<file path="config.mk">
export PLATFORM = sky130hd
export DESIGN_NAME = lspc_cell
export DESIGN_NICKNAME = d
export VERILOG_FILES = /design/src/hw/rtl/laser_scan_polar_to_cartesian_macros.svh /design/src/hw/rtl/lspc_pkg.sv /design/src/hw/rtl/lspc_cell.sv
export SDC_FILE = /design/constraint.sdc
export NUM_CORES = 1
export LEC_CHECK = 0
export BUFFER_PORTS_ARGS = -buffer_cell sky130_fd_sc_hd__buf_4
export CAP_MARGIN = 20
export CORE_MARGIN = 2
export CORE_UTILIZATION = 25
export DETAILED_ROUTE_END_ITERATION = 10
export REMOVE_ABC_BUFFERS = 1
export SLEW_MARGIN = 20
export SYNTH_ARGS = -nofsm -noshare
export SYNTH_HDL_FRONTEND = slang
export SYNTH_SLANG_ARGS = --single-unit
</file>
<file path="constraint.sdc">
create_clock -name clock -period 6.55 [get_ports clock]
set_input_delay 0.3275 -clock clock [delete_from_list [all_inputs] [get_ports clock]]
set_output_delay 0.3275 -clock clock [all_outputs]
set_load 0.05 [all_outputs]
</file>
<file path="src/hw/rtl/laser_scan_polar_to_cartesian_macros.svh">
// Assertion macros shared by the laser scan to Cartesian point converter.
`ifndef LASER_SCAN_POLAR_TO_CARTESIAN_MACROS_SVH
`define LASER_SCAN_POLAR_TO_CARTESIAN_MACROS_SVH

// The consequent must hold in the same cycle as the antecedent.
`define LSPC_ASSERT_SAME(lbl, clk, rst, pre, post, msg) \
   lbl: assert property (@(posedge clk) disable iff (rst) (pre) |-> (post)) \
      else $error(msg);

// The consequent must hold in the cycle after the antecedent.
`define LSPC_ASSERT_NEXT(lbl, clk, rst, pre, post, msg) \
   lbl: assert property (@(posedge clk) disable iff (rst) (pre) |=> (post)) \
      else $error(msg);

`endif

</file>
<file path="src/hw/rtl/lspc_pkg.sv">
// Shared types, register indexes and the arctangent table of the point converter.
package lspc_pkg;

   localparam int CSR_INDEX_BITS = 3;

   localparam logic [CSR_INDEX_BITS-1:0] CSR_MIN_RANGE       = 3'd0;
   localparam logic [CSR_INDEX_BITS-1:0] CSR_MAX_RANGE       = 3'd1;
   localparam logic [CSR_INDEX_BITS-1:0] CSR_START_ANGLE     = 3'd2;
   localparam logic [CSR_INDEX_BITS-1:0] CSR_BEAM_INCREMENT  = 3'd3;
   localparam logic [CSR_INDEX_BITS-1:0] CSR_DECIMATION_STEP = 3'd4;

   localparam logic [29:0] GAIN_Q30 = 30'd652032874;

   localparam logic [31:0] HALF_TURN = 32'h8000_0000;

   typedef struct packed {
      logic valid;
      logic flip;
      logic first;
   } ctl_type;

   function automatic logic [31:0] atan_value(input logic [4:0] idx);
      logic [31:0] val;
      begin
         case (idx)
            5'd0: val = 32'h20000000;
            5'd1: val = 32'h12E4051E;
            5'd2: val = 32'h09FB385B;
            5'd3: val = 32'h051111D4;
            5'd4: val = 32'h028B0D43;
            5'd5: val = 32'h0145D7E1;
            5'd6: val = 32'h00A2F61E;
            5'd7: val = 32'h00517C55;
            5'd8: val = 32'h0028BE53;
            5'd9: val = 32'h00145F2F;
            5'd10: val = 32'h000A2F98;
            5'd11: val = 32'h000517CC;
            5'd12: val = 32'h00028BE6;
            5'd13: val = 32'h000145F3;
            5'd14: val = 32'h0000A2FA;
            5'd15: val = 32'h0000517D;
            5'd16: val = 32'h000028BE;
            5'd17: val = 32'h0000145F;
            5'd18: val = 32'h00000A30;
            5'd19: val = 32'h00000518;
            5'd20: val = 32'h0000028C;
            5'd21: val = 32'h00000146;
            5'd22: val = 32'h000000A3;
            5'd23: val = 32'h00000051;
            5'd24: val = 32'h00000029;
            5'd25: val = 32'h00000014;
            5'd26: val = 32'h0000000A;
            5'd27: val = 32'h00000005;
            5'd28: val = 32'h00000003;
            5'd29: val = 32'h00000001;
            5'd30: val = 32'h00000001;
            default: val = 32'h00000000;
         endcase
         return val;
      end
   endfunction

endpackage

</file>
<file path="src/hw/rtl/lspc_cell.sv">
// One CORDIC rotation cell with its own pipeline register.
module lspc_cell #(
   parameter int STAGE = 0,
   parameter int W     = 48
) (
   input  logic                clock,
   input  logic                reset,
   input  logic                dn_en,
   output logic                up_en,
   input  lspc_pkg::ctl_type   up_ctl,
   input  logic signed [W-1:0] up_x,
   input  logic signed [W-1:0] up_y,
   input  logic signed [31:0]  up_z,
   output lspc_pkg::ctl_type   dn_ctl,
   output logic signed [W-1:0] dn_x,
   output logic signed [W-1:0] dn_y,
   output logic signed [31:0]  dn_z
);

   lspc_pkg::ctl_type   ctl_ff;
   logic signed [W-1:0] x_ff;
   logic signed [W-1:0] y_ff;
   logic signed [31:0]  z_ff;
   logic signed [W-1:0] x_in;
   logic signed [W-1:0] y_in;
   logic signed [31:0]  z_in;
   logic signed [W-1:0] x_shift;
   logic signed [W-1:0] y_shift;
   logic signed [31:0]  angle_step;
   logic                load;

   assign load       = !ctl_ff.valid || dn_en;
   assign up_en      = load;
   assign x_shift    = up_x >>> STAGE;
   assign y_shift    = up_y >>> STAGE;
   assign angle_step = lspc_pkg::atan_value(5'(STAGE));

   always_comb begin
      if (!up_z[31]) begin
         x_in = up_x - y_shift;
         y_in = up_y + x_shift;
         z_in = up_z - angle_step;
      end else begin
         x_in = up_x + y_shift;
         y_in = up_y - x_shift;
         z_in = up_z + angle_step;
      end
   end

   always_ff @(posedge clock) begin
      if (reset) begin
         ctl_ff <= '0;
      end else if (load) begin
         ctl_ff <= up_ctl;
      end
   end

   always_ff @(posedge clock) begin
      if (load) begin
         x_ff <= x_in;
         y_ff <= y_in;
         z_ff <= z_in;
      end
   end

   assign dn_ctl = ctl_ff;
   assign dn_x   = x_ff;
   assign dn_y   = y_ff;
   assign dn_z   = z_ff;

endmodule

</file>
== Word level (Yosys, flattened, before mapping) ==
Cells that the tools add are included.
Cells by class
  reduce and logical (&&, ||, !) cells: 2
  bitwise logic cells: 0
  shift operators: 0
  add/sub/neg operators: 5
  multiplexer cells: 3
  div/mod/pow operators: 0
  $lt $le $gt $ge: 0
  multiply operators: 0
  equal/unequal tests: 0
Operators by type and width (number)
  2-to-1 mux 48 bit: 2
  subtractor 48 bit: 2
  adder 48 bit: 1
  adder 32 x 31 -> 32 bit (second input constant): 1
  2-to-1 mux 32 bit: 1
  subtractor 32 x 31 -> 32 bit (second input constant): 1
  zero test 1 bit: 1
  logical OR 1 bit: 1
Storage, ports and cells
  output and inout bits: 132
  word-level logic and storage cells: 16
  memories kept: 0
  flip-flop bits (word level): 131
  RAM bits: 0
  input bits: 134
  bits in latches: 0
  bits in read-only memories: 0

== Logic depth before layout (Yosys ltp) ==
  word-level depth: 2
  gate-level depth with buffers: 13
  depth with buffers taken out: 12

== Worst setup path after synthesis ==
OpenSTA, ideal clock, no wires.
  kind: register to register
  from: register ctl_ff, in the netlist dn_ctl[2]
  to: register ctl_ff, in the netlist dn_ctl[0]
  required time: 6.416 ns
  arrival time: 4.319 ns
  period minus slack after synthesis: 4.453 ns
  setup time: 0.134 ns
  path slack: 2.097 ns
  cell stages (with the launch flop): 4
  path buffers: 0
  path through: dfxtp_1 -> nand2b_1 -> mux2i_1 -> nor2_1
Between the ends
  longest elaborated chain between the ends: 2
Ends and longest elaborated chain
  start: declaration: RTL line lspc_cell.sv:20  | lspc_pkg::ctl_type ctl_ff;
  start signal: assignment: RTL line lspc_cell.sv:54  | ctl_ff <= up_ctl;
  zero test 1 bit: RTL line lspc_cell.sv:32  | assign load = !ctl_ff.valid || dn_en;
  logical OR 1 bit: RTL line lspc_cell.sv:32
  via up_en: RTL line lspc_cell.sv:9  | output logic up_en,
The timed path passes the listed nets, and every way through them passes these cells.
A chain may end at the register's enable or synchronous reset.

== Worst setup path after layout ==
  from: input up_x[6]
  to: register y_ff[29], in the netlist dn_y[29], data pin
Between the ends
  longest elaborated chain between the ends: 2
  elaborated cells between the ends (all ways): 3
  classes of those cells: add/sub (2); mux (1)
Ends and longest elaborated chain
  start: declaration: RTL line lspc_cell.sv:11  | input logic signed [W-1:0] up_x,
  adder 48 bit / subtractor 48 bit (equally long branches): RTL line lspc_cell.sv:41, lspc_cell.sv:45
  2-to-1 mux 48 bit *: RTL line lspc_cell.sv:39  | if (!up_z[31]) begin
  via y_in[29]: RTL line lspc_cell.sv:25  | logic signed [W-1:0] y_in;
  end signal: assignment: RTL line lspc_cell.sv:61  | y_ff <= y_in;
  end: declaration: RTL line lspc_cell.sv:22  | logic signed [W-1:0] y_ff;
The timed path passes the listed nets; every way through them passes the cells marked *.

==> results_dict.tcl <==
set metrics [dict create \
    first_global_vias 13200 \
    cp.required_ns 6.75 \
    dp_cells 2474 \
    cts.sinks 130 \
    worstSetupStartpoint "up_x[6]" \
    start_util 0.252 \
    ys_types 93 \
    cts_tree "done" \
    final_nets 2121 \
    max-slew-margin-rel 0.315 \
    syn_avg_cell_area_sq_um 8.57 \
    fillers 5659 \
    firstDrtPassIters 5 \
    postRouteAntennaNets 0 \
    drive_gt1_frac 0.187 \
    grt_max_degree 88 \
    ctsHtreeMaxLevel 4 \
    fin_util 0.315 \
    numCtsBuffers 17 \
    setup.worst_path.start_class "input pin" \
    wl_per_cell_um 22.4 \
    design_area_sq_um 16900 \
    timing.rr.start "dn_ctl[2]$_SDFFE_PP0P_" \
    vias_per_cell 5.29 \
    cp.arrival_ns 3.82 \
    die_height_um 237 \
    finalCriticalPeriod_ns 3.62 \
    synth_edf_count 127 \
    synth_top_flop_cell "edfxtp_1" \
    die_w_um 237 \
    max-clock-path-buffers 2 \
    r2r_setup_slack_ns 4.74 \
    grt_pass1_wl_mm 84.1 \
    cts_setup_buffers 0 \
    yosysSeqAreaShare 0.286 \
    fin_cells 2536 \
    fin_tns_setup_ns 0 \
    syn_area_sq_um 13500 \
    finalPower_mw 4.07 \
    setup_violations 0 \
    route.detailed.drc 0 \
    placed_area_sq_um 16100 \
    num_rows 85 \
    synthCells 1580 \
    ys_seq_elements 130 \
    skew_ns 0.0138 \
    vdd_ir_drop_max_v 0.000209 \
    synthArstFlopShare 0 \
    syn2layout_area_growth_pct 25.0 \
    yosysWarnings 0 \
    synthTopCellsByArea "edfxtp_1 (28%), ha_1 (14%), a21oi_1 (7.0%)" \
    drv_slew 0 \
    hold_viol 0 \
    clkTransAtPathRegs_ns 0.07 \
    worst_pin_slew_ns 1.00 \
    design.die.area_sq_um 56000 \
    routed_wl_mm 56.8 \
    pwr_density_cell_nw_per_um2 240 \
    worstSetupEndpointType "flip-flop" \
    critPathMaxFanout 18 \
    hold_class "input pin to flip-flop" \
    rsz0062_at_grt "false" \
    antenna_found_initial 0 \
    outcome "complete, no violations" \
    worstSetupPathType "input pin to flip-flop" \
    io_buffer_count 265 \
    p_leak_nw 7.26 \
    insertion_delay_ns 0.49 \
    diodes 0 \
    grt_usage 0.200 \
    cts_root_buf "clkbuf_16" \
    gp_congestion 0.947 \
    grt.overflow.total 0 \
    vias 13400 \
    drt-initial-drc-count 1186 \
    yosysTopAreaCellShare 0.282 \
    yosysMostFrequentCell "a21oi_1" \
    post-route-period-util 0.552 \
    yosys.area.top_type "edfxtp_1" \
    maxClockFrequency_mhz 276 \
    core_area_sq_um 53700 \
    ys_top_cells_by_count "a21oi_1 (190), ha_1 (156), inv_1 (149)" \
    holdCritStartpoint "up_ctl[2]" \
    cap_violations 0 \
    hpwl_mm 45.3 \
    num_io_pins 266 \
]
-- critical path, cell delays in order --
cell	delay (ns)
buf_4	0.10
inv_1	0.04
ha_1	0.66
nor2b_1	0.19
o31ai_1	0.41
o311ai_0	0.27
a221oi_2	0.47
o21ai_0	0.38
a21bo_2	0.34
a21oi_1	0.29
o21ai_0	0.15
xnor2_1	0.20
-- stage by stage --
step | setup slack, ns | hold slack [ns]
4_1_cts | 3.06 | 0.0385
3_3_place_gp | 2.56 | 0.482
2_1_floorplan | 2.10 | 0.397
6_report | 2.93 | 0.0845
5_1_grt | 2.77 | 0.0892
3_5_place_dp | 2.53 | 0.507
-- registers in the layout (all words and copies together), names as in the netlist --
| signal | cells |
|---|---|
| dn_x | 48 |
| dn_y | 47 |
| dn_z | 32 |
| dn_ctl | 3 |
-- cell type report --
type	count	area [sq um]	share of cell area
clock inverter	13	91.3	0.00540
clock buffer	19	433	0.0256
inverter	152	571	0.0337
sequential	130	3870	0.229
tap	696	871	0.0514
timing repair buffer	299	2330	0.138
multi-input combinational	1227	8760	0.517
-- final timing paths --
path                                  to  cells past startpoint
setup / recovery      dn_y[29]$_DFFE_PP_                     12
hold / removal    dn_ctl[2]$_SDFFE_PP0P_                      3
setup reg to reg  dn_ctl[1]$_SDFFE_PP0P_                      4
hold reg to reg   dn_ctl[0]$_SDFFE_PP0P_                      2
-- cells by family after synthesis --
kind of cell             count (synthesis)  synth area share
AO/OA/AOI/OAI                          544             0.264
XOR/XNOR                                90            0.0582
adder cells (fa/ha/maj)                160             0.150
buffers and inverters                  223            0.0676
flip-flops                             130             0.286
multiplexers                            36            0.0268
AND/OR/NAND/NOR                        397             0.147
-- what timing repair did --
item	CTS	global route
endpoints found under the hold margin	32	0
hold buffers	30	0
gates resized for setup	0	0
-- report_power, final --
| part | leakage, nW | switching, mW | total [mW] | internal, mW |
|---|---|---|---|---|
| sequential | 1.34 | 0.0628 | 1.18 | 1.11 |
| clock | 0.242 | 0.438 | 0.919 | 0.480 |
| combinational | 5.68 | 1.37 | 1.97 | 0.602 |
| total | 7.26 | 1.87 | 4.07 | 2.20 |
-- layout by cell type, fill, tap and decap left out, types with 11 or more instances in the layout --
master | synthesis | layout
a211oi_1 | 15 | 15
nand3_1 | 25 | 25
o31a_1 | 11 | 11
dlygate4sd3_1 | 0 | 30
nand4_1 | 26 | 26
o21a_1 | 17 | 17
xor2_1 | 12 | 12
clkbuf_16 | 0 | 17
o21ai_0 | 110 | 110
o211ai_1 | 17 | 17
edfxtp_1 | 127 | 127
ha_1 | 156 | 156
mux2i_1 | 34 | 34
nor4_1 | 21 | 21
nor2b_1 | 28 | 28
buf_4 | 7 | 268
a21oi_1 | 190 | 190
inv_1 | 149 | 148
a31oi_1 | 11 | 11
nand2_1 | 91 | 91
and2_1 | 13 | 13
o31ai_1 | 23 | 23
a21boi_0 | 13 | 13
nor3_1 | 32 | 32
o21bai_1 | 25 | 25
a21o_1 | 31 | 31
xnor2_1 | 78 | 78
nor2_1 | 114 | 114
-- per-layer routing --
layer | track usage | vias up | wire [um]
li1 | - | 6218 | -
met1 | 0.267 | 6500 | 25400
met2 | 0.311 | 612 | 25100
met3 | 0.0457 | 87 | 4460
met4 | 0.0788 | 0 | 1830
met5 | 0 | - | 0
Note: power is estimated with default switching activity, not from simulation.
