$ cat config.mk
export PLATFORM = sky130hd
export DESIGN_NAME = lspc_post
export DESIGN_NICKNAME = d
export VERILOG_FILES = /design/src/hw/rtl/laser_scan_polar_to_cartesian_macros.svh /design/src/hw/rtl/lspc_pkg.sv /design/src/hw/rtl/lspc_post.sv
export SDC_FILE = /design/constraint.sdc
export NUM_CORES = 1
export LEC_CHECK = 0
export ABC_AREA = 1
export ABC_CLOCK_PERIOD_IN_PS = 1900
export BUFFER_PORTS_ARGS = -buffer_cell sky130_fd_sc_hd__buf_2
export CAP_MARGIN = 30
export CORE_MARGIN = 3
export CORE_UTILIZATION = 48
export CTS_CLUSTER_SIZE = 8
export DETAILED_ROUTE_END_ITERATION = 7
export GPL_TIMING_DRIVEN = 0
export MAX_ROUTING_LAYER = met4
export PLACE_DENSITY = 0.87
export SETUP_SLACK_MARGIN = 0.4
export SLEW_MARGIN = 30
export SYNTH_ARGS = -nofsm -noshare
export SYNTH_HDL_FRONTEND = slang
export SYNTH_SLANG_ARGS = --single-unit
export TNS_END_PERCENT = 100
$ cat constraint.sdc
create_clock -name clock -period 1.9 [get_ports clock]
set_clock_uncertainty 0.1 [all_clocks]
set_input_delay 0.095 -clock clock [delete_from_list [all_inputs] [get_ports clock]]
set_output_delay 0.095 -clock clock [all_outputs]
set_load 0.02 [all_outputs]
$ cat src/hw/rtl/laser_scan_polar_to_cartesian_macros.svh
// Assertion macros shared by the laser scan to Cartesian point converter.
`ifndef LASER_SCAN_POLAR_TO_CARTESIAN_MACROS_SVH
`define LASER_SCAN_POLAR_TO_CARTESIAN_MACROS_SVH

// The consequent must hold in the same cycle as the antecedent.
`define LSPC_ASSERT_SAME(lbl, clk, rst, pre, post, msg) \
   lbl: assert property (@(posedge clk) disable iff (rst) (pre) |-> (post)) \
      else $error(msg);

// The consequent must hold in the cycle after the antecedent.
`define LSPC_ASSERT_NEXT(lbl, clk, rst, pre, post, msg) \
   lbl: assert property (@(posedge clk) disable iff (rst) (pre) |=> (post)) \
      else $error(msg);

`endif

$ cat src/hw/rtl/lspc_pkg.sv
// Shared types, register indexes and the arctangent table of the point converter.
package lspc_pkg;

   localparam int CSR_INDEX_BITS = 3;

   localparam logic [CSR_INDEX_BITS-1:0] CSR_MIN_RANGE       = 3'd0;
   localparam logic [CSR_INDEX_BITS-1:0] CSR_MAX_RANGE       = 3'd1;
   localparam logic [CSR_INDEX_BITS-1:0] CSR_START_ANGLE     = 3'd2;
   localparam logic [CSR_INDEX_BITS-1:0] CSR_BEAM_INCREMENT  = 3'd3;
   localparam logic [CSR_INDEX_BITS-1:0] CSR_DECIMATION_STEP = 3'd4;

   localparam logic [29:0] GAIN_Q30 = 30'd652032874;

   localparam logic [31:0] HALF_TURN = 32'h8000_0000;

   typedef struct packed {
      logic valid;
      logic flip;
      logic first;
   } ctl_type;

   function automatic logic [31:0] atan_value(input logic [4:0] idx);
      logic [31:0] val;
      begin
         case (idx)
            5'd0: val = 32'h20000000;
            5'd1: val = 32'h12E4051E;
            5'd2: val = 32'h09FB385B;
            5'd3: val = 32'h051111D4;
            5'd4: val = 32'h028B0D43;
            5'd5: val = 32'h0145D7E1;
            5'd6: val = 32'h00A2F61E;
            5'd7: val = 32'h00517C55;
            5'd8: val = 32'h0028BE53;
            5'd9: val = 32'h00145F2F;
            5'd10: val = 32'h000A2F98;
            5'd11: val = 32'h000517CC;
            5'd12: val = 32'h00028BE6;
            5'd13: val = 32'h000145F3;
            5'd14: val = 32'h0000A2FA;
            5'd15: val = 32'h0000517D;
            5'd16: val = 32'h000028BE;
            5'd17: val = 32'h0000145F;
            5'd18: val = 32'h00000A30;
            5'd19: val = 32'h00000518;
            5'd20: val = 32'h0000028C;
            5'd21: val = 32'h00000146;
            5'd22: val = 32'h000000A3;
            5'd23: val = 32'h00000051;
            5'd24: val = 32'h00000029;
            5'd25: val = 32'h00000014;
            5'd26: val = 32'h0000000A;
            5'd27: val = 32'h00000005;
            5'd28: val = 32'h00000003;
            5'd29: val = 32'h00000001;
            5'd30: val = 32'h00000001;
            default: val = 32'h00000000;
         endcase
         return val;
      end
   endfunction

endpackage

$ cat src/hw/rtl/lspc_post.sv
// Sign restore, rounding, saturation and the output word register.
module lspc_post #(
   parameter int RANGE_BITS = 16,
   parameter int W          = 48
) (
   input  logic                  clock,
   input  logic                  reset,
   output logic                  up_en,
   input  lspc_pkg::ctl_type     up_ctl,
   input  logic signed [W-1:0]   up_x,
   input  logic signed [W-1:0]   up_y,
   output logic                  rsp_valid,
   input  logic                  rsp_ready,
   output logic [RANGE_BITS:0]   rsp_point_x,
   output logic [RANGE_BITS:0]   rsp_point_y,
   output logic                  rsp_first_point
);

   localparam logic signed [W-1:0] LIM   = W'((64'd1 << RANGE_BITS) - 64'd1);
   localparam logic signed [W-1:0] BIAS  = W'(64'd1 << 29);
   localparam logic signed [W-1:0] BIAS1 = W'((64'd1 << 29) + 64'd1);

   logic                  valid_ff;
   logic [RANGE_BITS:0]   x_ff;
   logic [RANGE_BITS:0]   y_ff;
   logic                  first_ff;
   logic [RANGE_BITS:0]   x_in;
   logic [RANGE_BITS:0]   y_in;
   logic                  load;

   function automatic logic [RANGE_BITS:0] finish(input logic signed [W-1:0] v,
                                                   input logic flip);
      logic signed [W-1:0] biased;
      logic signed [W-1:0] shifted;
      logic signed [W-1:0] clipped;
      begin
         biased  = flip ? ((~v) + BIAS1) : (v + BIAS);
         shifted = biased >>> 30;
         if (shifted > LIM) begin
            clipped = LIM;
         end else if (shifted < -LIM) begin
            clipped = -LIM;
         end else begin
            clipped = shifted;
         end
         return clipped[RANGE_BITS:0];
      end
   endfunction

   assign load  = !valid_ff || rsp_ready;
   assign up_en = load;
   assign x_in  = finish(up_x, up_ctl.flip);
   assign y_in  = finish(up_y, up_ctl.flip);

   always_ff @(posedge clock) begin
      if (reset) begin
         valid_ff <= 1'b0;
      end else if (load) begin
         valid_ff <= up_ctl.valid;
      end
   end

   always_ff @(posedge clock) begin
      if (load) begin
         x_ff     <= x_in;
         y_ff     <= y_in;
         first_ff <= up_ctl.first;
      end
   end

   assign rsp_valid       = valid_ff;
   assign rsp_point_x     = x_ff;
   assign rsp_point_y     = y_ff;
   assign rsp_first_point = first_ff;

endmodule

Word level (Yosys, flattened, before mapping):

Cells that the tools add are included.

* register bits: 36
* latch bits: 0
* RAM bits: 0
* ROM bits: 0
* memories: 0

* add/sub/neg operators: 4
* $mul: 0
* div/mod/pow operators: 0
* $lt $le $gt $ge: 4
* eq/ne operators: 0
* shift-type cells: 0
* muxes and demuxes: 4
* bitwise gates (word level): 2
* reduce and logical (&&, ||, !) cells: 4

Operators by type and width (number)
* $add A48 B31 Y48 const B: 4
* $mux W48: 2
* $not A48 Y48: 2
* $gt A18 B17 Y1 const B: 2
* $lt A18 B17 Y1 const B: 2
* $mux W17: 2
* $reduce_or A2 Y1: 2
* $logic_not A1 Y1: 1
* $logic_or A1 B1 Y1: 1

Longest topological paths before layout:

* word-level depth: 5
* mapped depth: 22
* gate-level depth less buffers: 21

Worst setup path before layout:

OpenSTA, ideal clock, no wires.

* path type: in2reg
* start: input up_y[32]
* end: register y_ff[3], in the netlist rsp_point_y[3], data pin
* arrival: 1.644 ns
* required time: 1.544 ns
* slack: -0.100 ns
* stages on the path: 18
* path buffers: 2
* path through: buf_2 > inv_2 > nor3_2 > nand2_2 > nor2_2 > nand2_1 > nand2_2 > nand3_2 > nand2_2 > xor2_2 > inv_1 > nor2_1 > nand3_1 > nand2_2 > nand2_4 > buf_6 > nand2_1 > nand2_1

* longest elaborated chain between the ends: 5
* elaborated cells on any way between the ends: 7
* those cells by class: add/sub: 2; order compare: 2; mux: 2; bitwise: 1

RTL lines
* from (decl): line lspc_post.sv:11 `input logic signed [W-1:0] up_y,`
* $not A48 Y48: line lspc_post.sv:37 `biased = flip ? ((~v) + BIAS1) : (v + BIAS);`
* $add A48 B31 Y48: line lspc_post.sv:37
* $mux W48 (*): line lspc_post.sv:37
* $lt A18 B17 Y1: line lspc_post.sv:41 `end else if (shifted < -LIM) begin`
* $mux W17: line lspc_post.sv:41
* to (signal assigned): line lspc_post.sv:66 `y_ff <= y_in;`
* to (decl): line lspc_post.sv:25 `logic [RANGE_BITS:0] y_ff;`

Mark *: on every way between the ends. The rest lies on a longest branch, timed or not.
A chain may end at the register's enable or synchronous reset.

Final worst setup path:

* start: input up_x[29]
* end: register x_ff[0], in the netlist rsp_point_x[0], data pin

* longest elaborated chain between the ends: 5
* elaborated cells on any way between the ends: 7
* those cells by class: add/sub: 2; order compare: 2; mux: 1; bitwise: 1; reduce/logical: 1

RTL lines
* from (decl): line lspc_post.sv:10 `input logic signed [W-1:0] up_x,`
* $not A48 Y48: line lspc_post.sv:37
* $add A48 B31 Y48: line lspc_post.sv:37
* $mux W48 (*): line lspc_post.sv:37
* $gt A18 B17 Y1 / $lt A18 B17 Y1 (equally long branches): line lspc_post.sv:39, lspc_post.sv:41
* $reduce_or A2 Y1 (no source line)
* to (signal assigned): line lspc_post.sv:65 `x_ff <= x_in;`
* to (decl): line lspc_post.sv:24 `logic [RANGE_BITS:0] x_ff;`

Marks and branches as above.

==> results.md <==
* Status: complete, but fails checks
* Failing checks: negative setup slack
* Latest clock arrival within the worst-skew pair at between 0.2 and 0.3 ns
* Min Tclk post-route at between 2 and 2.5 ns
* Post-synth design cell area at around 4700 µm²
* Final hold vios at 0
* Setup WS pre-CTS at -0.644 ns
* CP endpoint kind: flip-flop
* H-tree levels at 2
* Tcrit/Tclk final at 108%
* Leak at ~3.4 nW
* EDFF count, synth at 35
* Hpwl dp at ~12,000 µm
* Crit Path Max Fanout at 8
* Busiest grt layer: met2
* GRT Residual Overflow at 0
* Worst setup SP type: input port
* Diode insertion count for antenna repair at 0
* M1 GR Usage at between 30 and 40%
* Warnings from Yosys at 0
* Netlist cell types at 39
* Share of layout cells above drive strength 1 at between 30% and 40%
* Fin cells at approximately 1,200
* Pwr dens at 441 nW/µm²
* Synthesized Nets at slightly below 1,000
* Clk sinks at 36
* Max-slew violations at 0
* Global-route track usage on met3 at 2.11%
* FMAX at 486 MHz
* Post-synthesis average cell area at roughly 5.4 µm²
* Die area at ~11,000 µm²
* Crit-path max cell delay at about 0.21 ns
* CTS max path bufs at 2
* RSZ-0062 raised after global routing: yes
* WP buf/inv at 3
* First DRT Iteration DRCs at 486
* Number of synthesized register bits at 36
* Final setup TNS at -3.27 ns
* I/O Buffers at ~140
* Area Growth Syn to Fin at 46.2%
* Hold path cells at 3
* Rows at 35
* Final #Nets at ~1,100
* Worst-margin pin slew at between 0.5 and 0.6 ns
* Fillers at between 700 and 800
* Avg WL per Cell at 13.8 µm
* Max-Cap Viols at 0
* Seq/Total Area, Yosys at 23.0%
* Cells along the critical path: buf_6, ha_4, nand3_2, nor2_4, nand3_4, nor2_4, nand2_1, nor3_2, o21ai_1, nand4_1, xor2_2, inv_2, nand2_4, buf_6, nand3_1
* Initial antenna violation count at 0
* Final setup violation count at 31
* WL final at between 15,000 and 20,000 µm
* Mapped Cells at roughly 860
* Total GRT Usage at about 28%
* First-pass GRT wire length at 24,600 µm
* Design area at around 6800 µm²
* Async SR Flop Fraction at 0%
* First drt pass iteration count at 6
* Number of global-route vias before repair at 5,279
* Worst EP arrival at slightly below 2 ns
* Drt drc at 0
* Starting Density at between 40% and 50%
* Crit Path Category: input port to flip-flop
* CP delay by family, top: simple AND/OR/NAND/NOR gates
* Die W at 104 µm
* Clk pin slew, worst setup/hold paths at approximately 0.070 ns
* Placed cell areas at between 5000 and 6000 µm²
* Peak VDD IR at approximately 0.42 mV
* Setup WS post-layout at -0.159 ns
* Hold Crit Class: input port to flip-flop
* Final Power at roughly 0.003 W
* # IOs at between 100 and 150
* CTS Buf Count at 5
* Largest net degree at the start of global routing at 38
* Reg2reg path depth at 2
* Gpl congestion at just under 1
* Top FF cell, synth: edfxtp_1
* Multi-input gate area at 3690 µm²
* Antenna-violating nets left at 0
* Die height at roughly 100 µm
* Seq. cell area at 1070 µm²
* Slowest cell on crit path: nand4_1
* Levels on crit path at 15
* Number of vias per cell at between 5 and 6
* CTS tree: built
* # placed instances at roughly 1,100
* Clock Tree Root: clkbuf_8
* Via count at 6,059
* Flop-to-flop setup slack at 0.87 ns
* Required time of the critical path at approximately 1.8 ns
* Core Box Area at just over 9000 µm²
* Rel. slew slack at a little under two thirds
* Met2 Usage GRT at 46.8%
kinds of logic after synthesis:
| logic type | count (synthesis) | synth area share, % |
|---|---|---|
| compound gates | 24 | 3.20 |
| xor+xnor | 12 | 2.42 |
| fa+ha+maj | 6 | 1.61 |
| buf+inv | 149 | 12.6 |
| flops | 36 | 23.0 |
| simple gates | 631 | 57.1 |
final timing paths:
check	startpoint	end
worst max register to register	rsp_valid	rsp_valid
worst min register to register	rsp_valid	rsp_point_y[16]
worst min-delay path	up_y[47]	rsp_point_y[16]
worst max-delay path	up_x[29]	rsp_point_x[0]
repair_timing:
action | CTS | global route
gates cloned | 2 | 0
hold buffers | 3 | 0
buffers inserted | 21 | 13
gates resized for setup | 135 | 86
pin swaps | 59 | 50
endpoints found under the setup margin | 35 | 35
endpoints found under the hold margin | 2 | 0
worst register-to-register path, stage by stage (launching register included):
cell     delay [ns]
dfxtp_1        0.43
nand2_8        0.20
a21oi_1        0.22
per-layer routing:
layer	part of all wire, %	up-vias
li1	-	3030
met1	41	2654
met2	48	310
met3	7.3	65
met4	3.6	0
met5	0	-
layout by cell type (no fill, tap or decap), types with 4 or more instances in the layout:
master,instances
buf_6,16
inv_1,110
o21ai_1,4
buf_2,121
ha_4,4
xor2_1,6
buf_12,5
nor2_2,26
nand3b_1,4
nand3_2,15
inv_2,19
nor2_1,111
nand2_2,66
a21oi_1,6
clkbuf_8,5
nor3_1,9
nor3_2,5
nand2_1,257
nand3_1,77
o21ai_0,4
nand4_1,17
nand2_4,10
xor2_2,5
buf_4,39
nor2_4,25
edfxtp_1,35
through the flow:
stage	utilization [%]	hold WS, ns
2_1_floorplan	-	0.0641
3_3_place_gp	60.9	0.153
3_5_place_dp	60.9	0.177
4_1_cts	68.6	0.135
5_1_grt	72.9	0.142
6_report	72.9	0.131
where the power goes:
group          internal [W]  total, W  leakage (nW)  switching, W
clock              0.000256  0.000516        0.0412      0.000260
sequential          0.00102   0.00105         0.366     0.0000288
combinational      0.000534   0.00143          2.94      0.000899
total               0.00181   0.00300          3.35       0.00119
flip-flops by register name (all words and copies together), names as in the netlist:
register / cells
rsp_valid: 1
rsp_point_y: 17
rsp_point_x: 17
rsp_first_point: 1
final cells by class:
type,count,share of cell area (%)
clock inverters,2,0.184
repair buffers,174,16.3
well taps,129,2.37
multi-input cells,673,54.3
flip-flops and latches,36,15.8
clock buffers,6,1.07
inverters,136,8.19
plain buffers,13,1.82
synth_stat cells (2+ instances only):
master | count | area share [%]
buf_2 | 8 | 0.86
nand2_1 | 323 | 26
nand3_1 | 91 | 9.8
o31ai_1 | 2 | 0.32
a31oi_1 | 3 | 0.40
nor3_2 | 2 | 0.43
nand3_2 | 2 | 0.43
xor2_1 | 10 | 1.9
and2_1 | 2 | 0.27
ha_1 | 6 | 1.6
nand3b_1 | 4 | 0.65
nor3_1 | 13 | 1.4
o21ai_0 | 4 | 0.43
inv_2 | 10 | 0.81
a21oi_1 | 6 | 0.65
nand2_2 | 10 | 1.3
nand4_1 | 17 | 2.3
nor2_1 | 158 | 13
buf_6 | 2 | 0.48
edfxtp_1 | 35 | 23
nor2_2 | 4 | 0.54
inv_1 | 126 | 10
o21ai_1 | 4 | 0.43
Power figures use the tool's default switching activity.
