==> config.mk <==
export PLATFORM = sky130hd
export DESIGN_NAME = lspc_front
export DESIGN_NICKNAME = d
export VERILOG_FILES = /design/src/hw/rtl/laser_scan_polar_to_cartesian_macros.svh /design/src/hw/rtl/lspc_pkg.sv /design/src/hw/rtl/lspc_front.sv
export SDC_FILE = /design/constraint.sdc
export NUM_CORES = 1
export LEC_CHECK = 0
export ABC_AREA = 1
export BUFFER_PORTS_ARGS = -buffer_cell sky130_fd_sc_hd__buf_2
export CAP_MARGIN = 20
export CORE_AREA = 4 4 182 184
export DETAILED_ROUTE_END_ITERATION = 7
export DIE_AREA = 0 0 186 188
export PLACE_DENSITY_LB_ADDON = 0.2
export SYNTH_ARGS = -nofsm -noshare
export SYNTH_HDL_FRONTEND = slang
export SYNTH_SLANG_ARGS = --single-unit
==> constraint.sdc <==
create_clock -name clock -period 6.21 [get_ports clock]
set_input_delay 1.242 -clock clock [delete_from_list [all_inputs] [get_ports clock]]
set_output_delay 1.242 -clock clock [all_outputs]
set_load 0.1 [all_outputs]
==> src/hw/rtl/laser_scan_polar_to_cartesian_macros.svh <==
// Assertion macros shared by the laser scan to Cartesian point converter.
`ifndef LASER_SCAN_POLAR_TO_CARTESIAN_MACROS_SVH
`define LASER_SCAN_POLAR_TO_CARTESIAN_MACROS_SVH

// The consequent must hold in the same cycle as the antecedent.
`define LSPC_ASSERT_SAME(lbl, clk, rst, pre, post, msg) \
   lbl: assert property (@(posedge clk) disable iff (rst) (pre) |-> (post)) \
      else $error(msg);

// The consequent must hold in the cycle after the antecedent.
`define LSPC_ASSERT_NEXT(lbl, clk, rst, pre, post, msg) \
   lbl: assert property (@(posedge clk) disable iff (rst) (pre) |=> (post)) \
      else $error(msg);

`endif

==> src/hw/rtl/lspc_pkg.sv <==
// Shared types, register indexes and the arctangent table of the point converter.
package lspc_pkg;

   localparam int CSR_INDEX_BITS = 3;

   localparam logic [CSR_INDEX_BITS-1:0] CSR_MIN_RANGE       = 3'd0;
   localparam logic [CSR_INDEX_BITS-1:0] CSR_MAX_RANGE       = 3'd1;
   localparam logic [CSR_INDEX_BITS-1:0] CSR_START_ANGLE     = 3'd2;
   localparam logic [CSR_INDEX_BITS-1:0] CSR_BEAM_INCREMENT  = 3'd3;
   localparam logic [CSR_INDEX_BITS-1:0] CSR_DECIMATION_STEP = 3'd4;

   localparam logic [29:0] GAIN_Q30 = 30'd652032874;

   localparam logic [31:0] HALF_TURN = 32'h8000_0000;

   typedef struct packed {
      logic valid;
      logic flip;
      logic first;
   } ctl_type;

   function automatic logic [31:0] atan_value(input logic [4:0] idx);
      logic [31:0] val;
      begin
         case (idx)
            5'd0: val = 32'h20000000;
            5'd1: val = 32'h12E4051E;
            5'd2: val = 32'h09FB385B;
            5'd3: val = 32'h051111D4;
            5'd4: val = 32'h028B0D43;
            5'd5: val = 32'h0145D7E1;
            5'd6: val = 32'h00A2F61E;
            5'd7: val = 32'h00517C55;
            5'd8: val = 32'h0028BE53;
            5'd9: val = 32'h00145F2F;
            5'd10: val = 32'h000A2F98;
            5'd11: val = 32'h000517CC;
            5'd12: val = 32'h00028BE6;
            5'd13: val = 32'h000145F3;
            5'd14: val = 32'h0000A2FA;
            5'd15: val = 32'h0000517D;
            5'd16: val = 32'h000028BE;
            5'd17: val = 32'h0000145F;
            5'd18: val = 32'h00000A30;
            5'd19: val = 32'h00000518;
            5'd20: val = 32'h0000028C;
            5'd21: val = 32'h00000146;
            5'd22: val = 32'h000000A3;
            5'd23: val = 32'h00000051;
            5'd24: val = 32'h00000029;
            5'd25: val = 32'h00000014;
            5'd26: val = 32'h0000000A;
            5'd27: val = 32'h00000005;
            5'd28: val = 32'h00000003;
            5'd29: val = 32'h00000001;
            5'd30: val = 32'h00000001;
            default: val = 32'h00000000;
         endcase
         return val;
      end
   endfunction

endpackage

==> src/hw/rtl/lspc_front.sv <==
// Configuration registers, beam angle accumulator, decimation and range window.
module lspc_front #(
   parameter int RANGE_BITS = 16
) (
   input  logic                                clock,
   input  logic                                reset,
   input  logic                                csr_we,
   input  logic [lspc_pkg::CSR_INDEX_BITS-1:0] csr_index,
   input  logic [31:0]                         csr_wdata,
   input  logic                                req_valid,
   output logic                                req_ready,
   input  logic [RANGE_BITS-1:0]               req_range_mm,
   input  logic                                req_range_invalid,
   input  logic                                req_scan_start,
   input  logic                                dn_en,
   output lspc_pkg::ctl_type                   dn_ctl,
   output logic [RANGE_BITS-1:0]               dn_range,
   output logic [31:0]                         dn_angle
);

   logic [15:0] min_range_ff;
   logic [15:0] max_range_ff;
   logic [31:0] start_angle_ff;
   logic [31:0] beam_increment_ff;
   logic [7:0]  decimation_step_ff;
   logic        settle_ff;

   logic [31:0] inc_step_ff;
   logic [31:0] inc_step_in;
   logic [39:0] inc_product;
   logic [7:0]  step_n;

   logic [7:0]  beam_phase_ff;
   logic [7:0]  beam_phase_in;
   logic [31:0] beam_angle_ff;
   logic [31:0] beam_angle_in;
   logic        first_pending_ff;
   logic        first_pending_in;

   lspc_pkg::ctl_type     a_ctl_ff;
   lspc_pkg::ctl_type     a_ctl_in;
   logic [RANGE_BITS-1:0] a_range_ff;
   logic [31:0]           a_angle_ff;

   logic                  load_a;
   logic                  accept;
   logic [31:0]           angle_eff;
   logic [7:0]            phase_eff;
   logic                  first_eff;
   logic                  considered;
   logic                  keep;
   logic [8:0]            phase_next;
   logic [RANGE_BITS-1:0] lo;
   logic [RANGE_BITS-1:0] hi;

   assign step_n      = (decimation_step_ff == 8'd0) ? 8'd1 : decimation_step_ff;
   assign inc_product = beam_increment_ff * step_n;
   assign inc_step_in = inc_product[31:0];

   assign lo = RANGE_BITS'(min_range_ff);
   assign hi = RANGE_BITS'(max_range_ff);

   assign load_a    = !a_ctl_ff.valid || dn_en;
   assign req_ready = load_a && !settle_ff;
   assign accept    = req_valid && req_ready;

   always_comb begin
      angle_eff  = req_scan_start ? start_angle_ff : beam_angle_ff;
      phase_eff  = req_scan_start ? 8'd0 : beam_phase_ff;
      first_eff  = req_scan_start ? 1'b1 : first_pending_ff;
      considered = (phase_eff == 8'd0);
      keep       = considered && !req_range_invalid && (lo <= req_range_mm)
                   && (req_range_mm <= hi);
      phase_next = {1'b0, phase_eff} + 9'd1;
      if (phase_next >= {1'b0, step_n}) begin
         beam_phase_in = 8'd0;
      end else begin
         beam_phase_in = phase_next[7:0];
      end
      beam_angle_in    = considered ? (angle_eff + inc_step_ff) : angle_eff;
      first_pending_in = keep ? 1'b0 : first_eff;
      a_ctl_in.valid   = accept && keep;
      a_ctl_in.flip    = 1'b0;
      a_ctl_in.first   = first_eff;
   end

   always_ff @(posedge clock) begin
      if (reset) begin
         min_range_ff       <= 16'd0;
         max_range_ff       <= 16'hFFFF;
         start_angle_ff     <= lspc_pkg::HALF_TURN;
         beam_increment_ff  <= 32'd11930465;
         decimation_step_ff <= 8'd1;
         settle_ff          <= 1'b1;
      end else begin
         settle_ff <= csr_we;
         if (csr_we) begin
            unique case (csr_index)
               lspc_pkg::CSR_MIN_RANGE:       min_range_ff       <= csr_wdata[15:0];
               lspc_pkg::CSR_MAX_RANGE:       max_range_ff       <= csr_wdata[15:0];
               lspc_pkg::CSR_START_ANGLE:     start_angle_ff     <= csr_wdata;
               lspc_pkg::CSR_BEAM_INCREMENT:  beam_increment_ff  <= csr_wdata;
               lspc_pkg::CSR_DECIMATION_STEP: decimation_step_ff <= csr_wdata[7:0];
               default: ;
            endcase
         end
      end
   end

   always_ff @(posedge clock) begin
      inc_step_ff <= inc_step_in;
   end

   always_ff @(posedge clock) begin
      if (reset) begin
         beam_phase_ff    <= 8'd0;
         beam_angle_ff    <= lspc_pkg::HALF_TURN;
         first_pending_ff <= 1'b1;
         a_ctl_ff         <= '0;
      end else begin
         if (accept) begin
            beam_phase_ff    <= beam_phase_in;
            beam_angle_ff    <= beam_angle_in;
            first_pending_ff <= first_pending_in;
         end
         if (load_a) begin
            a_ctl_ff <= a_ctl_in;
         end
      end
   end

   always_ff @(posedge clock) begin
      if (load_a) begin
         a_range_ff <= req_range_mm;
         a_angle_ff <= angle_eff;
      end
   end

   assign dn_ctl   = a_ctl_ff;
   assign dn_range = a_range_ff;
   assign dn_angle = a_angle_ff;

endmodule

# Word-level counts from Yosys, hierarchy flattened

Index checks and enable logic that the tools add are counted.

Bits in registers: 228
Input port bits: 58
Output and inout bits: 52

$add $sub $neg: 2
Multipliers: 1
Magnitude comparators: 3
Eq/ne operators: 4
Multiplexer cells: 7
Reductions and logical operators: 18

Operators by type and width:

| operator                                                         | count |
|---|---|
| 32-bit 2-to-1 mux                                                | 2 |
| 32-bit adder                                                     | 1 |
| 16-bit less-or-equal comparator                                  | 2 |
| 32-bit by 8-bit multiplier with 32-bit output                    | 1 |
| 8-bit 2-to-1 mux                                                 | 3 |
| 8-bit logical NOT                                                | 2 |
| 2-bit AND reduction                                              | 5 |
| 8-bit by 1-bit adder with 9-bit output (second input constant)   | 1 |
| 9-bit by 8-bit greater-or-equal comparator with 1-bit output     | 1 |
| 3-bit by 2-bit == test with 1-bit output (second input constant) | 2 |
| 1-bit logical AND                                                | 6 |
| 3-bit by 1-bit == test with 1-bit output (second input constant) | 1 |
| 3-bit == test (second input constant)                            | 1 |
| 1-bit logical NOT                                                | 3 |
| 3-bit logical NOT                                                | 1 |
| 1-bit 2-to-1 mux                                                 | 2 |
| 1-bit logical OR                                                 | 1 |

# Logic depth before layout (Yosys ltp)

Depth in word-level cells: 6
Gate-level depth with buffers: 24
Gate-level depth less buffers: 22

# Least setup slack after synthesis

OpenSTA, ideal clock, no wires.

Path type: register to register
Start point: register decimation_step_ff[5]
End point: register inc_step_ff[22]
Arrival: 4273 ps
Slack: 1820 ps
Cell stages (with the launch flop): 21
Path buffers: 2
Clock period less this slack: 4390 ps
Cells stage by stage: dfxtp_1 -> clkbuf_1 -> clkbuf_1 -> nand2_1 -> fa_1 -> fa_1 -> inv_1 -> fa_1 -> inv_1 -> fa_1 -> inv_1 -> ha_1 -> a21o_1 -> a21oi_1 -> o21ai_1 -> nand2_1 -> nand2_1 -> nand2_1 -> clkinv_1 -> o21bai_1 -> nand2_1

Word-level cells in the longest chain between the ends: 3

Ends and longest elaborated chain:

| what                                              | line              | RTL |
|---|---|---|
| from (decl)                                       | lspc_front.sv:25  | `logic [7:0] decimation_step_ff;` |
| from (signal assigned)                            | lspc_front.sv:103 | `lspc_pkg::CSR_DECIMATION_STEP: decimation_step_ff <= csr_wdata[7:0];` |
| 8-bit logical NOT                                 | lspc_front.sv:56  | `assign step_n = (decimation_step_ff == 8'd0) ? 8'd1 : decimation_step_ff;` |
| 8-bit 2-to-1 mux (*)                              | lspc_front.sv:56  |  |
| 32-bit by 8-bit multiplier with 32-bit output (*) | lspc_front.sv:57  | `assign inc_product = beam_increment_ff * step_n;` |
| named net inc_product[22]                         | lspc_front.sv:30  | `logic [39:0] inc_product;` |
| to (signal assigned)                              | lspc_front.sv:111 | `inc_step_ff <= inc_step_in;` |
| to (decl)                                         | lspc_front.sv:28  | `logic [31:0] inc_step_ff;` |

Mark *: on every way through the listed nets, which the timed path passes. The rest lies on a longest branch.
A chain may end at the register's enable or synchronous reset.

# Final worst setup path

Start point: register decimation_step_ff[1]
End point: register inc_step_ff[24]

The elaborated chain is that of the path after synthesis.

==> impl_metrics.env <==
export IMPL_status="finished clean"
export IMPL_clk_pin_slew_worst_paths_ns=0.06
export IMPL_via_per_inst=5.28
export IMPL_max_freq_ghz=0.200
export IMPL_tns_ns=0
export IMPL_slew_violations=0
export IMPL_core_sq_um=31400
export IMPL_cts_tree="done"
export IMPL_wl_per_cell_microns=16.8
export IMPL_hp_class="reg2reg"
export IMPL_hold_viol=0
export IMPL_dp_hpwl_microns=40000
export IMPL_cap_violations=0
export IMPL_post_route_util=0.652
export IMPL_clk_latency_ns=0.55
export IMPL_ys_warn_count=0
export IMPL_syn_inst=2627
export IMPL_dr_pass1_iters=5
export IMPL_syn_to_final_growth_pct=8.91
export IMPL_rows=65
export IMPL_power_total_mw=4.69
export IMPL_syn_area_per_cell_sq_um=7.15
export IMPL_start_kind="flop"
export IMPL_initial_core_util=0.598
export IMPL_ant_nets=0
export IMPL_grt_pass1_wl_microns=84500
export IMPL_ys_ff_latch=228
export IMPL_via_count=16400
export IMPL_ys_async_sr_fraction=0
export IMPL_final_cells=3102
export IMPL_syn_nets=2955
export IMPL_ys_types=42
export IMPL_power_leakage_nw=12.0
export IMPL_end_kind="flop"
export IMPL_placed_cells=3052
export IMPL_cts_buffers=26
export IMPL_overflow=0
export IMPL_worstPathRequired_ns=6.65
export IMPL_critPathKind="reg2reg"
export IMPL_htree_levels=1
export IMPL_post_place_ws_ns=1.27
export IMPL_drc=0
export IMPL_path_max_fanout=32
export IMPL_die_h_microns=188
export IMPL_fp_dieW_microns=186
export IMPL_worstPathArrival_ns=5.43
export IMPL_critPathMostFrequentCell="inv_1"
export IMPL_io_buffers=108
export IMPL_synthFlopType="dfxtp_1"
export IMPL_max_stage_delay_ns=0.57
export IMPL_post_cts_buffers=0
export IMPL_fin_skew_ns=0.0203
export IMPL_place_congestion=0.982
export IMPL_die_area_sq_um=35000
export IMPL_worst_slew_margin_rel=0.301
export IMPL_place_area_sq_um=19500
export IMPL_fin_ws_ns=1.22
export IMPL_powerDensity_nw_per_um2=229
export IMPL_synth_edf_count=48
export IMPL_layout_common_cells="nand2_1 (667), inv_1 (579), nor2_1 (210), dfxtp_1 (180), a21oi_1 (165)"
export IMPL_hold_buffers=0
export IMPL_cp_slowest_cell="fa_1"
export IMPL_cts_root_buf="clkbuf_16"
export IMPL_clock_sinks=228
export IMPL_hold_slack_ns=0.458
export IMPL_fin_crit_sh=0.803
export IMPL_layout_drive_gt1_share=0.0734
export IMPL_io_pins=110
export IMPL_antenna_found_initial=0
export IMPL_grt_util_all_layers=0.300
export IMPL_finalSetupViolations=0
export IMPL_synth_cell_area_sq_um=18800
export IMPL_layout_commonest_cell="nand2_1"
export IMPL_ys_seq_area_frac=0.269
export IMPL_final_area_sq_um=20500
export IMPL_cp_cell_sequence="buf_4 -> inv_1 -> nand4_1 -> o21bai_1 -> inv_1 -> buf_4 -> nor2_1 -> fa_1 -> fa_1 -> inv_1 -> fa_1 -> inv_1 -> ha_1 -> nand2_1 -> nor2_1 -> inv_1 -> nor3_1 -> nand4_1 -> nand3_1 -> xor2_1"
export IMPL_layout_nets=3007
export IMPL_ir_drop_mv=0.198
export IMPL_wl_microns=52000
export IMPL_grt_setup_unrepaired="no"
export IMPL_drt_iter0_drc=1166
export IMPL_ctsLongestPathBuffers=3
export IMPL_post_cts_resized=0
export IMPL_grt_pass1_vias=16400
export IMPL_grt_max_degree=99
export IMPL_worst_pin_slew_ns=1.05
export IMPL_period_minus_slack_ns=4.99
[layout make-up]
cell class                      count  area, sq um
Clock inverter                     14          173
Tap cell                          402          503
Inverter                          585         2200
Fill cell                        2842        10900
Clock buffer                       34          733
Multi-Input combinational cell   1709        11100
Antenna cell                        1         2.50
Timing Repair Buffer              129          711
Sequential cell                   228         5040
[report_power, final]
| group | total [mW] | leakage, nW | internal [mW] | switching [mW] |
|---|---|---|---|---|
| Clock | 1.63 | 0.437 | 0.964 | 0.663 |
| Sequential | 1.71 | 2.02 | 1.63 | 0.0823 |
| Combinational | 1.35 | 9.51 | 0.404 | 0.948 |
[logic make-up after synthesis]
kind of cell	count (synthesis)	share of synthesized area
XOR/XNOR	50	0.0233
other	1	0.000200
flip-flops	228	0.269
AND/OR/NAND/NOR	1020	0.217
AO/OA/AOI/OAI	367	0.106
buffers and inverters	690	0.142
multiplexers	1	0.000533
adder cells (fa/ha/maj)	270	0.243
[critical path: cells and delay by family, from the launching register on]
family / cells / cell delay [ns]
xor+xnor: 1 / 0.24
buf+inv: 7 / 1.20
compound gates: 1 / 0.13
flops: 1 / 0.32
fa+ha+maj: 4 / 1.96
simple gates: 7 / 0.99
[synth_stat cells, drive strengths merged (25+ instances only)]
cell / number / area (sq um)
ha: 113 / 1410
fa: 157 / 3140
nand3: 82 / 410
buf: 25 / 154
clkbuf: 80 / 312
nor2: 210 / 788
dfxtp: 180 / 3600
a21oi: 165 / 826
o21ai: 141 / 706
nand2: 670 / 2520
xor2: 37 / 324
edfxtp: 48 / 1440
inv: 583 / 2190
[sequential cells by signal, indices dropped and copies added, names as in the netlist, 16 cells and up]
name and count:
beam_angle_ff 32, beam_increment_ff 32, dn_angle 32, dn_range 16
hi 16, inc_step_ff 32, lo 16, start_angle_ff 32
[routing by layer]
layer | routed length [microns] | track usage | share of wire | up-vias
met5 | 0 | 0 | 0 | -
met4 | 1620 | 0.0905 | 0.031 | 0
met3 | 3690 | 0.0438 | 0.071 | 104
met2 | 23100 | 0.467 | 0.44 | 555
met1 | 23600 | 0.437 | 0.45 | 7640
li1 | - | - | - | 8094
[final timing paths]
| path | startpoint | end | slack [ns] | cells after the start |
|---|---|---|---|---|
| setup reg to reg | decimation_step_ff[1]$_SDFFE_PP0P_ | inc_step_ff[24]$_DFF_P_ | 1.22 | 20 |
| hold reg to reg | start_angle_ff[31]$_SDFFE_PP1P_ | start_angle_ff[31]$_SDFFE_PP1P_ | 0.46 | 2 |
| hold / removal | start_angle_ff[31]$_SDFFE_PP1P_ | start_angle_ff[31]$_SDFFE_PP1P_ | 0.46 | 2 |
| setup / recovery | decimation_step_ff[1]$_SDFFE_PP0P_ | inc_step_ff[24]$_DFF_P_ | 1.22 | 20 |
(Power assumes the default switching activity.)
